## config.mk

```make
export PLATFORM = sky130hd
export DESIGN_NAME = oneshot_timer_table
export DESIGN_NICKNAME = d
export VERILOG_FILES = /design/src/hw/rtl/ott_pkg.sv /design/src/hw/rtl/oneshot_timer_table.sv /design/src/hw/rtl/ott_ctrl.sv /design/src/hw/rtl/ott_dp.sv
export SDC_FILE = /design/constraint.sdc
export NUM_CORES = 1
export LEC_CHECK = 0
export BUFFER_PORTS_ARGS = -buffer_cell sky130_fd_sc_hd__buf_4
export CORE_MARGIN = 2
export CORE_UTILIZATION = 45
export DETAILED_ROUTE_END_ITERATION = 10
export SLEW_MARGIN = 20
export SYNTH_ARGS = -nofsm -noshare
export SYNTH_HDL_FRONTEND = slang
export SYNTH_SLANG_ARGS = --single-unit
export TNS_END_PERCENT = 1
```

## constraint.sdc

```tcl
create_clock -name clk -period 10.1 [get_ports clk]
set_input_delay 2.02 -clock clk [delete_from_list [all_inputs] [get_ports clk]]
set_output_delay 2.02 -clock clk [all_outputs]
set_load 0.005 [all_outputs]
```

## src/hw/rtl/ott_pkg.sv

```systemverilog
// ott_pkg: shared types and constants of the one-shot timer table
// used by ott_ctrl, ott_dp and oneshot_timer_table; no dependencies
`default_nettype none

package ott_pkg;

  localparam int SLOTS  = 16;
  localparam int SLOT_W = (SLOTS > 1) ? $clog2(SLOTS) : 1;

  localparam int ACTION_W  = 2;
  localparam int SLOT_ID_W = 4;
  localparam int TICKS_W   = 32;
  localparam int ELAPSED_W = 16;

  typedef logic [ACTION_W-1:0]  action_t;
  typedef logic [SLOT_ID_W-1:0] slot_id_t;
  typedef logic [TICKS_W-1:0]   ticks_t;
  typedef logic [ELAPSED_W-1:0] elapsed_t;
  typedef logic [SLOT_W-1:0]    slot_idx_t;
  typedef logic [SLOT_W:0]      slot_cnt_t;

  localparam action_t ACT_TICK   = 2'd0;
  localparam action_t ACT_ATTACH = 2'd1;
  localparam action_t ACT_DETACH = 2'd2;

  typedef enum logic [1:0] {
    ST_IDLE,
    ST_WALK,
    ST_FLUSH
  } ott_state_t;

  // controller to datapath
  typedef struct packed {
    logic accept;
    logic step;
    logic flush;
  } ott_cmd_t;

  // datapath to controller
  typedef struct packed {
    logic walk_req;
    logic at_end;
    logic blocked;
    logic flush_ok;
  } ott_sts_t;

endpackage

`default_nettype wire

```

## src/hw/rtl/oneshot_timer_table.sv

```systemverilog
// oneshot_timer_table: top level of the one-shot timer table
// depends on ott_pkg, ott_ctrl and ott_dp
//
// Input channel (in_valid/in_stall) takes one item: tick, attach or detach.
// Result channel (out_valid/out_stall) returns one item per expired slot with
// notify set, oldest attached first; out_last marks the final one of a tick.
// Attach needs no walk. Detach of an armed slot and every tick walk the
// attach-order queue through a single compare and subtract, one armed slot
// per cycle unless a stalled receiver holds the walk, then close out through
// the end-of-queue check (ST_WALK) and the flush (ST_FLUSH). Detach of a free
// slot and unused codes need no walk either.
// One report is held back until the next is found so that the last can be
// marked; a finished result waits in the output register while the block
// goes on, and when the receiver stalls with a new report due the walk
// holds in place until the register frees. in_stall is high during a walk.
// Reset (rst_n low, synchronous) disarms all slots, empties the queue and
// drops any result not yet taken.
`default_nettype none

module oneshot_timer_table (
  input  wire logic              clk,
  input  wire logic              rst_n,
  input  wire logic              in_valid,
  output logic                   in_stall,
  input  wire ott_pkg::action_t  in_action,
  input  wire ott_pkg::slot_id_t in_slot_id,
  input  wire ott_pkg::ticks_t   in_initial_ticks,
  input  wire logic              in_notify,
  input  wire ott_pkg::elapsed_t in_elapsed_ticks,
  output logic                   out_valid,
  input  wire logic              out_stall,
  output ott_pkg::slot_id_t      out_expired_slot,
  output logic                   out_last
);

  ott_pkg::ott_cmd_t cmd;
  ott_pkg::ott_sts_t sts;

  ott_ctrl u_ctrl (
    .clk      (clk),
    .rst_n    (rst_n),
    .in_valid (in_valid),
    .in_stall (in_stall),
    .sts      (sts),
    .cmd      (cmd)
  );

  ott_dp u_dp (
    .clk              (clk),
    .rst_n            (rst_n),
    .in_action        (in_action),
    .in_slot_id       (in_slot_id),
    .in_initial_ticks (in_initial_ticks),
    .in_notify        (in_notify),
    .in_elapsed_ticks (in_elapsed_ticks),
    .out_valid        (out_valid),
    .out_stall        (out_stall),
    .out_expired_slot (out_expired_slot),
    .out_last         (out_last),
    .cmd              (cmd),
    .sts              (sts)
  );

endmodule

`default_nettype wire

```

## src/hw/rtl/ott_ctrl.sv

```systemverilog
// ott_ctrl: sequencer of the one-shot timer table
// depends on ott_pkg; drives the datapath ott_dp through command and status structs
`default_nettype none

module ott_ctrl (
  input  wire logic              clk,
  input  wire logic              rst_n,
  input  wire logic              in_valid,
  output logic                   in_stall,
  input  wire ott_pkg::ott_sts_t sts,
  output ott_pkg::ott_cmd_t      cmd
);

  ott_pkg::ott_state_t state_r, state_nxt;

  always_ff @(posedge clk) begin
    if (!rst_n) begin
      state_r <= ott_pkg::ST_IDLE;
    end else begin
      state_r <= state_nxt;
    end
  end

  always_comb begin
    state_nxt  = state_r;
    cmd.accept = 1'b0;
    cmd.step   = 1'b0;
    cmd.flush  = 1'b0;
    in_stall   = 1'b1;
    case (state_r)
      ott_pkg::ST_IDLE: begin
        in_stall   = 1'b0;
        cmd.accept = in_valid;
        if (in_valid && sts.walk_req) begin
          state_nxt = ott_pkg::ST_WALK;
        end
      end
      ott_pkg::ST_WALK: begin
        if (sts.at_end) begin
          state_nxt = ott_pkg::ST_FLUSH;
        end else begin
          cmd.step = !sts.blocked;
        end
      end
      ott_pkg::ST_FLUSH: begin
        cmd.flush = 1'b1;
        if (sts.flush_ok) begin
          state_nxt = ott_pkg::ST_IDLE;
        end
      end
      default: begin
        state_nxt = ott_pkg::ST_IDLE;
      end
    endcase
  end

endmodule

`default_nettype wire

```

## src/hw/rtl/ott_dp.sv

```systemverilog
// ott_dp: slot store, age-ordered queue and result register of the timer table
// depends on ott_pkg; commanded by ott_ctrl
`default_nettype none

module ott_dp (
  input  wire logic              clk,
  input  wire logic              rst_n,
  input  wire ott_pkg::action_t  in_action,
  input  wire ott_pkg::slot_id_t in_slot_id,
  input  wire ott_pkg::ticks_t   in_initial_ticks,
  input  wire logic              in_notify,
  input  wire ott_pkg::elapsed_t in_elapsed_ticks,
  output logic                   out_valid,
  input  wire logic              out_stall,
  output ott_pkg::slot_id_t      out_expired_slot,
  output logic                   out_last,
  input  wire ott_pkg::ott_cmd_t cmd,
  output ott_pkg::ott_sts_t      sts
);

  // per-slot state
  logic [ott_pkg::SLOTS-1:0] armed_r;
  ott_pkg::ticks_t           rem_r [ott_pkg::SLOTS];
  logic [ott_pkg::SLOTS-1:0] ntf_r;

  // armed slots in attach order, oldest at index 0
  ott_pkg::slot_idx_t q_r [ott_pkg::SLOTS];
  ott_pkg::slot_cnt_t cnt_r;

  // walk pointers: read and compacted write position
  ott_pkg::slot_cnt_t rd_r;
  ott_pkg::slot_cnt_t wr_r;

  ott_pkg::elapsed_t  elapsed_r;
  ott_pkg::slot_idx_t tgt_r;
  logic               tick_r;

  // one report held back until we know whether it is the last
  logic               pend_v_r;
  ott_pkg::slot_idx_t pend_slot_r;

  logic               out_valid_r;
  ott_pkg::slot_idx_t out_slot_r;
  logic               out_last_r;

  ott_pkg::slot_idx_t in_idx;
  logic               in_slot_ok;
  logic               do_attach;
  ott_pkg::slot_idx_t cur_id;
  ott_pkg::ticks_t    cur_rem;
  logic               cur_exp;
  logic               cur_drop;
  logic               cur_emit;
  logic               out_free;
  logic               push_mid;
  logic               push_last;

  always_comb begin
    in_idx     = ott_pkg::slot_idx_t'(in_slot_id);
    in_slot_ok = 32'(in_slot_id) < 32'(ott_pkg::SLOTS);
    do_attach  = cmd.accept && (in_action == ott_pkg::ACT_ATTACH) && in_slot_ok &&
                 !armed_r[in_idx];

    cur_id   = q_r[rd_r[ott_pkg::SLOT_W-1:0]];
    cur_rem  = rem_r[cur_id];
    cur_exp  = cur_rem <= 32'(elapsed_r);
    cur_drop = tick_r ? cur_exp : (cur_id == tgt_r);
    cur_emit = tick_r && cur_exp && ntf_r[cur_id];

    out_free  = !out_valid_r || !out_stall;
    push_mid  = cmd.step && cur_emit && pend_v_r;
    push_last = cmd.flush && pend_v_r && out_free;

    sts.walk_req = (in_action == ott_pkg::ACT_TICK) ||
                   ((in_action == ott_pkg::ACT_DETACH) && in_slot_ok && armed_r[in_idx]);
    sts.at_end   = rd_r == cnt_r;
    sts.blocked  = cur_emit && pend_v_r && !out_free;
    sts.flush_ok = !pend_v_r || out_free;
  end

  always_ff @(posedge clk) begin
    if (!rst_n) begin
      armed_r     <= '0;
      cnt_r       <= '0;
      rd_r        <= '0;
      wr_r        <= '0;
      pend_v_r    <= 1'b0;
      out_valid_r <= 1'b0;
    end else begin
      if (do_attach) begin
        armed_r[in_idx] <= 1'b1;
        cnt_r           <= cnt_r + 1'b1;
      end else if (cmd.step && cur_drop) begin
        armed_r[cur_id] <= 1'b0;
      end

      if (cmd.accept) begin
        rd_r     <= '0;
        wr_r     <= '0;
        pend_v_r <= 1'b0;
      end else if (cmd.step) begin
        rd_r <= rd_r + 1'b1;
        if (!cur_drop) begin
          wr_r <= wr_r + 1'b1;
        end
        if (cur_emit) begin
          pend_v_r <= 1'b1;
        end
      end else if (cmd.flush && sts.flush_ok) begin
        cnt_r    <= wr_r;
        pend_v_r <= 1'b0;
      end

      if (push_mid || push_last) begin
        out_valid_r <= 1'b1;
      end else if (!out_stall) begin
        out_valid_r <= 1'b0;
      end
    end
  end

  always_ff @(posedge clk) begin
    if (cmd.accept) begin
      elapsed_r <= in_elapsed_ticks;
      tgt_r     <= in_idx;
      tick_r    <= in_action == ott_pkg::ACT_TICK;
    end
    if (do_attach) begin
      rem_r[in_idx]                      <= in_initial_ticks;
      ntf_r[in_idx]                      <= in_notify;
      q_r[cnt_r[ott_pkg::SLOT_W-1:0]]    <= in_idx;
    end
    if (cmd.step) begin
      if (!cur_drop) begin
        q_r[wr_r[ott_pkg::SLOT_W-1:0]] <= cur_id;
      end
      if (tick_r && !cur_exp) begin
        rem_r[cur_id] <= cur_rem - 32'(elapsed_r);
      end
      if (cur_emit) begin
        pend_slot_r <= cur_id;
      end
    end
    if (push_mid || push_last) begin
      out_slot_r <= pend_slot_r;
      out_last_r <= push_last;
    end
  end

  assign out_valid        = out_valid_r;
  assign out_expired_slot = ott_pkg::slot_id_t'(out_slot_r);
  assign out_last         = out_last_r;

  a_cnt_range: assert property (@(posedge clk) disable iff (!rst_n)
    cnt_r <= ott_pkg::slot_cnt_t'(ott_pkg::SLOTS))
    else $error("armed count beyond table size");

  a_compact: assert property (@(posedge clk) disable iff (!rst_n)
    wr_r <= rd_r)
    else $error("compaction pointer ahead of read pointer");

  a_count_match: assert property (@(posedge clk) disable iff (!rst_n)
    cmd.accept |-> ($countones(armed_r) == int'(cnt_r)))
    else $error("queue length differs from armed slots");

  a_no_overrun: assert property (@(posedge clk) disable iff (!rst_n)
    cmd.step |-> !sts.at_end)
    else $error("walk stepped past the queue end");

endmodule

`default_nettype wire
```

==> flow_summary_export.csv, run 1 <==
group,metric,value,unit
timing,final_hold_slack,418,ps
power,pwr_density_cell,187,nW/um2
power,p_comb_share,6.3,%
global_route,grt_pass1_vias,15300,
synth,ys_ff_latch,661,
flow_run,maxCapViolations,0,
global_route,groute.usage.overall,21.2,%
routing,total_wire_length,65.9,mm
setup_path,timing.critical_path.arrival,8510,ps
routing,drt.antenna.violating_nets,0,
clock_network,clkTransAtPathRegs,60,ps
timing,setup_total_negative_slack,0,ps
worst_hold_path,hold_class,"flip-flop to flip-flop",
synth,synthDistinctLibCells,67,
setup_path,critical_path_rt,10370,ps
power,power.clock.fraction,42.3,%
routing,drt-wirelength-per-cell,25.5,um
setup_path,timing_worst_setup_path_type,"flip-flop to flip-flop",
synth,synth.cells.most_frequent,"sky130_fd_sc_hd__edfxtp_1, sky130_fd_sc_hd__mux2i_1, sky130_fd_sc_hd__nand2_1, sky130_fd_sc_hd__mux4_2, sky130_fd_sc_hd__o21ai_0",
timing,timing.final.hold_violations,0,
clock_network,post_cts.resized_instances,0,
setup_path,worst_path_max_delay_cell,"sky130_fd_sc_hd__mux4_4",
power,ir_worst_vdd,0.000124,V
routing,route.vias.total,15200,
clock_network,numCtsBuffers,70,
place,placement.io_buffers,65,
outcome,outcome,"completed",
setup_path,critPathBufInv,4,
timing,finalMaxSlewViolations,0,
setup_path,critical_path.max_fanout,44,
power,seq_power_share,51.4,%
floorplanning,die_w,252,um
routing,detailedRoute.firstIterationViolations,1312,
clock_network,clock_tree.htree_level_count,3,
clock_network,cts_max_path_bufs,3,
floorplanning,io_pins,66,
cells_and_area,flow.area_growth_from_synthesis,14.0,%
timing,max_slew.worst_pin.slew,959,ps
timing,setup_violations,0,
cells_and_area,fin_nets,1826,
setup_path,worstSetupStartpointType,"flip-flop",
timing,final.setup_skew,26.0,ps
place,hpwlAfterDp,39.3,mm
worst_hold_path,worst_hold_startpoint,"u_dp.pend_slot_r[2]$_DFFE_PP_",
setup_path,worst_setup_path_end_kind,"flip-flop",
timing,max_clk_rate,121,MHz
clock_network,cts_tree,"built",
power,switching_share,22.2,%
routing,drt_pass1_iterations,5,
clock_network,clock_sink_count,661,
cells_and_area,fillerInstances,4892,
synth,syn-instance-count,1643,
floorplanning,coreArea,60600,um2
clock_network,clk_root_buffer_cell,"sky130_fd_sc_hd__clkbuf_16",
synth,synthMostInstantiatedCell,"sky130_fd_sc_hd__edfxtp_1",
setup_path,worst_reg2reg_setup_slack,1860,ps
synth,netlist_top_cells_area,"sky130_fd_sc_hd__edfxtp_1, sky130_fd_sc_hd__mux4_2, sky130_fd_sc_hd__mux2i_1",
synth,syn_area_per_cell,16.8,um2
synth,synth-seq-area-share,70.4,%
setup_path,crit_path_cell_trace,"mux4_2 -> mux4_4 -> buf_4 -> mux4_2 -> mux2_2 -> nand2_1 -> o21ai_0 -> ha_1 -> a21o_1 -> a2111oi_0 -> or3_1 -> nand3_1 -> a311o_1 -> a21oi_1 -> buf_4 -> nor2_1 -> o31ai_4 -> buf_4 -> nand2b_1 -> o22ai_4 -> buf_4",
synth,yosysTopAreaCell,"sky130_fd_sc_hd__edfxtp_1",
synth,synth.top_cell.area_share,67.6,%
synth,edff_count_synth,622,
synth,syn_nets,1722,
timing,fin_crit,8240,ps
global_route,largest_net_degree_at_the_start_of_global_routing,59,
cells_and_area,antenna_diodes,0,
floorplanning,die-area,63400,um2
timing,post-route-period-util,81.5,%
power,power.leakage,10.5,nW
floorplanning,rows,90,
timing,worst_slew_margin_rel,35.6,%
setup_path,critPathMostFrequentCell,"sky130_fd_sc_hd__buf_4",
clock_network,cts_hold_buffers,0,
routing,drt-vias-per-instance,5.88,
clock_network,post-cts-setup-buffer-count,0,
timing,rsz0062_at_grt,"false",
floorplanning,die_h,252,um
global_route,grt_pass1_wl,98.1,mm
global_route,gr-total-overflow,0,
floorplanning,starting_density_of_the_core,45.6,%
global_route,antenna_violations_before_repair,0,
place,finalWeightedCongestion,0.823,
cells_and_area,post_route_cells_drive_above_1_share,21.1,%
synth,postSynth.asyncResetShare,0,%
power,power_switching,1.30,mW
synth,ys.warnings.count,0,
setup_path,worst_path_largest_cell_delay,890,ps
setup_path,critical_path.top_delay_family,"multiplexers",
synth,ys.flop_type,"sky130_fd_sc_hd__edfxtp_1",
synth,synth_area,27600,um2
power,p_int,4.58,mW
routing,drt_drc_violations_left,0,
clock_network,worst_skew_pair.late_latency,620,ps
## metrics by stage
step	utilization, %	std cells	cell area [um2]	setup slack (ps)	power, mW
global route	52.0	2584	31500	1380	6.08
CTS	52.0	2584	31500	1850	5.94
global placement	48.3	2457	29300	1920	3.45
finish	52.0	2584	31500	1860	5.89
floorplan	-	1643	27600	1950	3.33
detailed placement	48.3	2457	29300	1890	3.46
## registers in the layout, summed over array words and instances, names as in the netlist, named ones only
name,cells
u_dp.armed_r,16
u_dp.pend_slot_r,4
u_dp.elapsed_r,16
u_dp.rem_r,512
u_dp.out_expired_slot,4
u_dp.pend_v_r,1
u_dp.rd_r,5
u_dp.tick_r,1
u_dp.out_valid,1
u_dp.ntf_r,16
u_ctrl.state_r,2
u_dp.q_r,64
u_dp.out_last,1
u_dp.tgt_r,4
u_dp.wr_r,5
u_dp.cnt_r,5
## power groups by stage
stage | combinational, mW | sequential (mW) | clock (mW)
2_1_floorplan | 0.246 | 3.08 | 0
3_3_place_gp | 0.368 | 3.09 | 0
3_5_place_dp | 0.373 | 3.09 | 0
4_1_cts | 0.375 | 3.03 | 2.54
5_1_grt | 0.406 | 3.03 | 2.64
6_report | 0.372 | 3.03 | 2.49
## path summary, 6_finish.rpt
kind              cells after the start                                  to
setup / recovery                     21         u_dp.rem_r[11][8]$_DFFE_PP_
hold / removal                        0  u_dp.out_expired_slot[2]$_DFFE_PP_
setup reg to reg                     21         u_dp.rem_r[11][8]$_DFFE_PP_
hold reg to reg                       0  u_dp.out_expired_slot[2]$_DFFE_PP_
## layout by cell type (no fill, tap or decap), types with 23 or more instances in the layout
master / netlist / layout
sky130_fd_sc_hd__clkbuf_16: 0 / 71
sky130_fd_sc_hd__mux2_2: 31 / 31
sky130_fd_sc_hd__xnor2_1: 27 / 27
sky130_fd_sc_hd__nor2_1: 55 / 55
sky130_fd_sc_hd__inv_1: 31 / 31
sky130_fd_sc_hd__buf_4: 11 / 116
sky130_fd_sc_hd__mux2i_1: 138 / 138
sky130_fd_sc_hd__mux4_2: 96 / 95
sky130_fd_sc_hd__a21oi_1: 27 / 27
sky130_fd_sc_hd__edfxtp_1: 622 / 622
sky130_fd_sc_hd__o22ai_1: 35 / 23
sky130_fd_sc_hd__a211oi_1: 43 / 43
sky130_fd_sc_hd__nor2b_1: 26 / 26
sky130_fd_sc_hd__o21ai_0: 67 / 58
sky130_fd_sc_hd__dfxtp_1: 39 / 39
sky130_fd_sc_hd__nand2_1: 98 / 98
## final cells by class
cell class / count / area [um2] / area share [%]
inverter: 31 / 116 / 0.369
clock buffer: 78 / 1800 / 5.72
multi-input combinational: 867 / 7860 / 24.9
timing repair buffer: 116 / 871 / 2.76
tap: 782 / 978 / 3.10
clock inverter: 49 / 428 / 1.36
sequential: 661 / 19500 / 61.7
## logic make-up after synthesis
group / Yosys count / share of synthesized area (%)
flip-flops: 661 / 70.4
AND/OR/NAND/NOR: 284 / 5.25
multiplexers: 270 / 14.3
AO/OA/AOI/OAI: 254 / 5.88
buffers and inverters: 115 / 2.01
XOR/XNOR: 39 / 1.24
adder cells (fa/ha/maj): 20 / 0.932
## layer usage
metal  global-route usage [%]  vias up  share of wire, %
met5                        0        -                 0
met4                     6.27        0               2.7
met3                     3.97      117               5.5
met2                     33.2      424                47
met1                     30.4     7868                45
li1                         -     6773                 -
(Power assumes the default switching activity.)
==> run 2: changes to the inputs <==
==> constraint.sdc (replaced) <==
create_clock -name clk -period 7.7 [get_ports clk]
set_input_delay 1.54 -clock clk [delete_from_list [all_inputs] [get_ports clk]]
set_output_delay 1.54 -clock clk [all_outputs]
set_load 0.005 [all_outputs]
==> run 2 against run 1 <==
Compared with the run above: register-to-register slack lost 1400 ps; non-clock buffer count grew 19; clock power grew 39%; worst setup slack lost 1400 ps; worst hold slack gained 2.1 ps; cell count grew 0.93%; sequential share of layout area shrank 1.0 points.
==> flow_summary_export.csv, run 2 (same netlist as run 1, synthesis figures left out) <==
group,metric,value,unit
cells_and_area,fillerInstances,4889,
timing,timing.final.hold_violations,0,
clock_network,clock_sink_count,661,
timing,post-route-period-util,93.4,%
routing,drt-vias-per-instance,5.87,
floorplanning,starting_density_of_the_core,45.6,%
setup_path,worst_reg2reg_setup_slack,510,ps
timing,max_slew.worst_pin.slew,1020,ps
setup_path,worst_setup_path_end_kind,"flip-flop",
setup_path,worst_path_largest_cell_delay,770,ps
place,pre_cts_slack,196,ps
setup_path,crit_path_end,"u_dp.rem_r[3][19]$_DFFE_PP_",
power,p_int,6.21,mW
power,power_switching,1.72,mW
global_route,largest_net_degree_at_the_start_of_global_routing,101,
timing,timing.final.ws_setup,512,ps
power,power.leakage,10.7,nW
cells_and_area,most-common-layout-cells,"sky130_fd_sc_hd__edfxtp_1, sky130_fd_sc_hd__mux2i_1, sky130_fd_sc_hd__buf_4, sky130_fd_sc_hd__nand2_1, sky130_fd_sc_hd__mux4_2",
outcome,outcome,"completed",
floorplanning,coreArea,60600,um2
floorplanning,die_w,252,um
global_route,groute.usage.overall,21.6,%
power,pwr_density_cell,248,nW/um2
timing,setup_total_negative_slack,0,ps
routing,drt.antenna.violating_nets,0,
timing,fin_crit,7190,ps
clock_network,cts_tree,"built",
place,placement.io_buffers,65,
place,finalWeightedCongestion,0.839,
global_route,gr-total-overflow,0,
timing,final.setup_skew,30.9,ps
clock_network,cts_hold_buffers,0,
routing,drt-wirelength-per-cell,26.0,um
floorplanning,rows,90,
routing,drt_pass1_iterations,5,
routing,drt_drc_violations_left,0,
cells_and_area,fin_nets,1846,
floorplanning,die-area,63400,um2
cells_and_area,top_register,"u_dp.rem_r",
worst_hold_path,hold_class,"flip-flop to flip-flop",
floorplanning,io_pins,66,
power,p_comb_share,6.4,%
global_route,grt_pass1_vias,15300,
routing,total_wire_length,67.9,mm
setup_path,timing.critical_path.arrival,7530,ps
setup_path,crit_path_cell_trace,"mux4_2 -> mux4_4 -> mux4_2 -> mux2_2 -> a21oi_1 -> ha_1 -> inv_1 -> fa_1 -> a21o_1 -> a21o_1 -> a2111oi_1 -> or3_1 -> nand3_1 -> a311o_1 -> a21oi_1 -> nor2_1 -> o31ai_4 -> nand2b_1 -> o21bai_4 -> buf_12",
setup_path,worstRegToRegCells,20,
power,power.clock.fraction,43.5,%
setup_path,critical_path.max_fanout,17,
clock_network,worst_skew_pair.late_latency,620,ps
flow_run,maxCapViolations,0,
routing,detailedRoute.firstIterationViolations,1360,
clock_network,cts_max_path_bufs,3,
setup_path,worstReg2RegEnd,"u_dp.rem_r[3][19]$_DFFE_PP_",
setup_path,critical_path_rt,8040,ps
cells_and_area,post_route_cells_drive_above_1_share,22.0,%
clock_network,clock_tree.htree_level_count,3,
timing,setup_violations,0,
timing,rsz0062_at_grt,"false",
global_route,antenna_violations_before_repair,0,
routing,route.vias.total,15300,
place,hpwlAfterDp,41.9,mm
cells_and_area,flow.area_growth_from_synthesis,15.9,%
timing,worst_slew_margin_rel,31.7,%
clock_network,numCtsBuffers,71,
floorplanning,die_h,252,um
setup_path,timing_worst_setup_path_type,"flip-flop to flip-flop",
setup_path,worstSetupStartpointType,"flip-flop",
setup_path,worst_path_max_delay_cell,"sky130_fd_sc_hd__mux4_4",
clock_network,clk_root_buffer_cell,"sky130_fd_sc_hd__clkbuf_16",
global_route,grt_pass1_wl,100,mm
clock_network,clkTransAtPathRegs,60,ps
power,switching_share,21.7,%
cells_and_area,mostFrequentLayoutCell,"sky130_fd_sc_hd__edfxtp_1",
power,seq_power_share,50.1,%
timing,max_clk_rate,139,MHz
timing,finalMaxSlewViolations,0,
power,ir_worst_vdd,0.000181,V
cells_and_area,largest_reg_flops,512,
-- run 2: metal layers --
| metal | share of wire, % | global-route usage, % | routed length, um |
|---|---|---|---|
| met2 | 47 | 34.4 | 32100 |
| met5 | 0 | 0 | 0 |
| met1 | 44 | 30.4 | 29800 |
| met4 | 2.2 | 6.42 | 1490 |
| met3 | 6.5 | 4.03 | 4430 |
-- run 2: cell type report --
cell class,count,area [um2],share of cell area (%)
clock inverters,35,349,1.09
flip-flops and latches,661,19500,60.7
clock buffers,96,2030,6.33
inverters,31,116,0.363
multi-input cells,867,7870,24.6
repair buffers,135,1230,3.85
diodes,1,2.50,0.00781
well taps,782,978,3.05
-- run 2: worst min-delay path by stage --
stage,cells past startpoint,to,startpoint
after global routing,0,u_dp.out_expired_slot[2]$_DFFE_PP_,u_dp.pend_slot_r[2]$_DFFE_PP_
after global placement,0,u_dp.out_expired_slot[2]$_DFFE_PP_,u_dp.pend_slot_r[2]$_DFFE_PP_
after detailed placement,0,u_dp.out_expired_slot[2]$_DFFE_PP_,u_dp.pend_slot_r[2]$_DFFE_PP_
after CTS,0,u_dp.out_expired_slot[2]$_DFFE_PP_,u_dp.pend_slot_r[2]$_DFFE_PP_
after floorplan,0,u_dp.out_expired_slot[0]$_DFFE_PP_,u_dp.pend_slot_r[0]$_DFFE_PP_
final,0,u_dp.out_expired_slot[1]$_DFFE_PP_,u_dp.pend_slot_r[1]$_DFFE_PP_
-- run 2: critical path, delay by kind of cell, from the launching register on --
family | cells | cell delay [ps]
AOI/OAI and AO/OA | 8 | 2440
muxes | 4 | 2070
and+or+nand+nor | 4 | 920
adders and majority gates | 2 | 620
DFF | 1 | 500
buffers and inverters | 2 | 340
-- run 2: timing repair --
item,4_1_cts,5_1_grt
gates resized for setup,0,3
setup buffers,0,6
endpoints found under the setup margin,0,703
-- run 2: through the flow --
step | area, um2 | hold WS (ps) | power [mW] | utilization, % | instances
detailed placement | 29600 | 407 | 4.55 | 48.8 | 2469
CTS | 32000 | 421 | 7.99 | 52.7 | 2600
global placement | 29600 | 404 | 4.55 | 48.8 | 2469
finish | 32000 | 420 | 7.93 | 52.9 | 2608
global route | 32000 | 439 | 8.17 | 52.9 | 2607
floorplan | 27700 | 400 | 4.37 | - | 1643
-- run 2: power by group through the flow --
stage / registers (mW) / logic, mW / clock network [mW]
2_1_floorplan: 4.04 / 0.325 / 0
3_3_place_gp: 4.05 / 0.499 / 0
3_5_place_dp: 4.05 / 0.504 / 0
4_1_cts: 3.97 / 0.506 / 3.52
5_1_grt: 3.97 / 0.549 / 3.65
6_report: 3.97 / 0.506 / 3.45
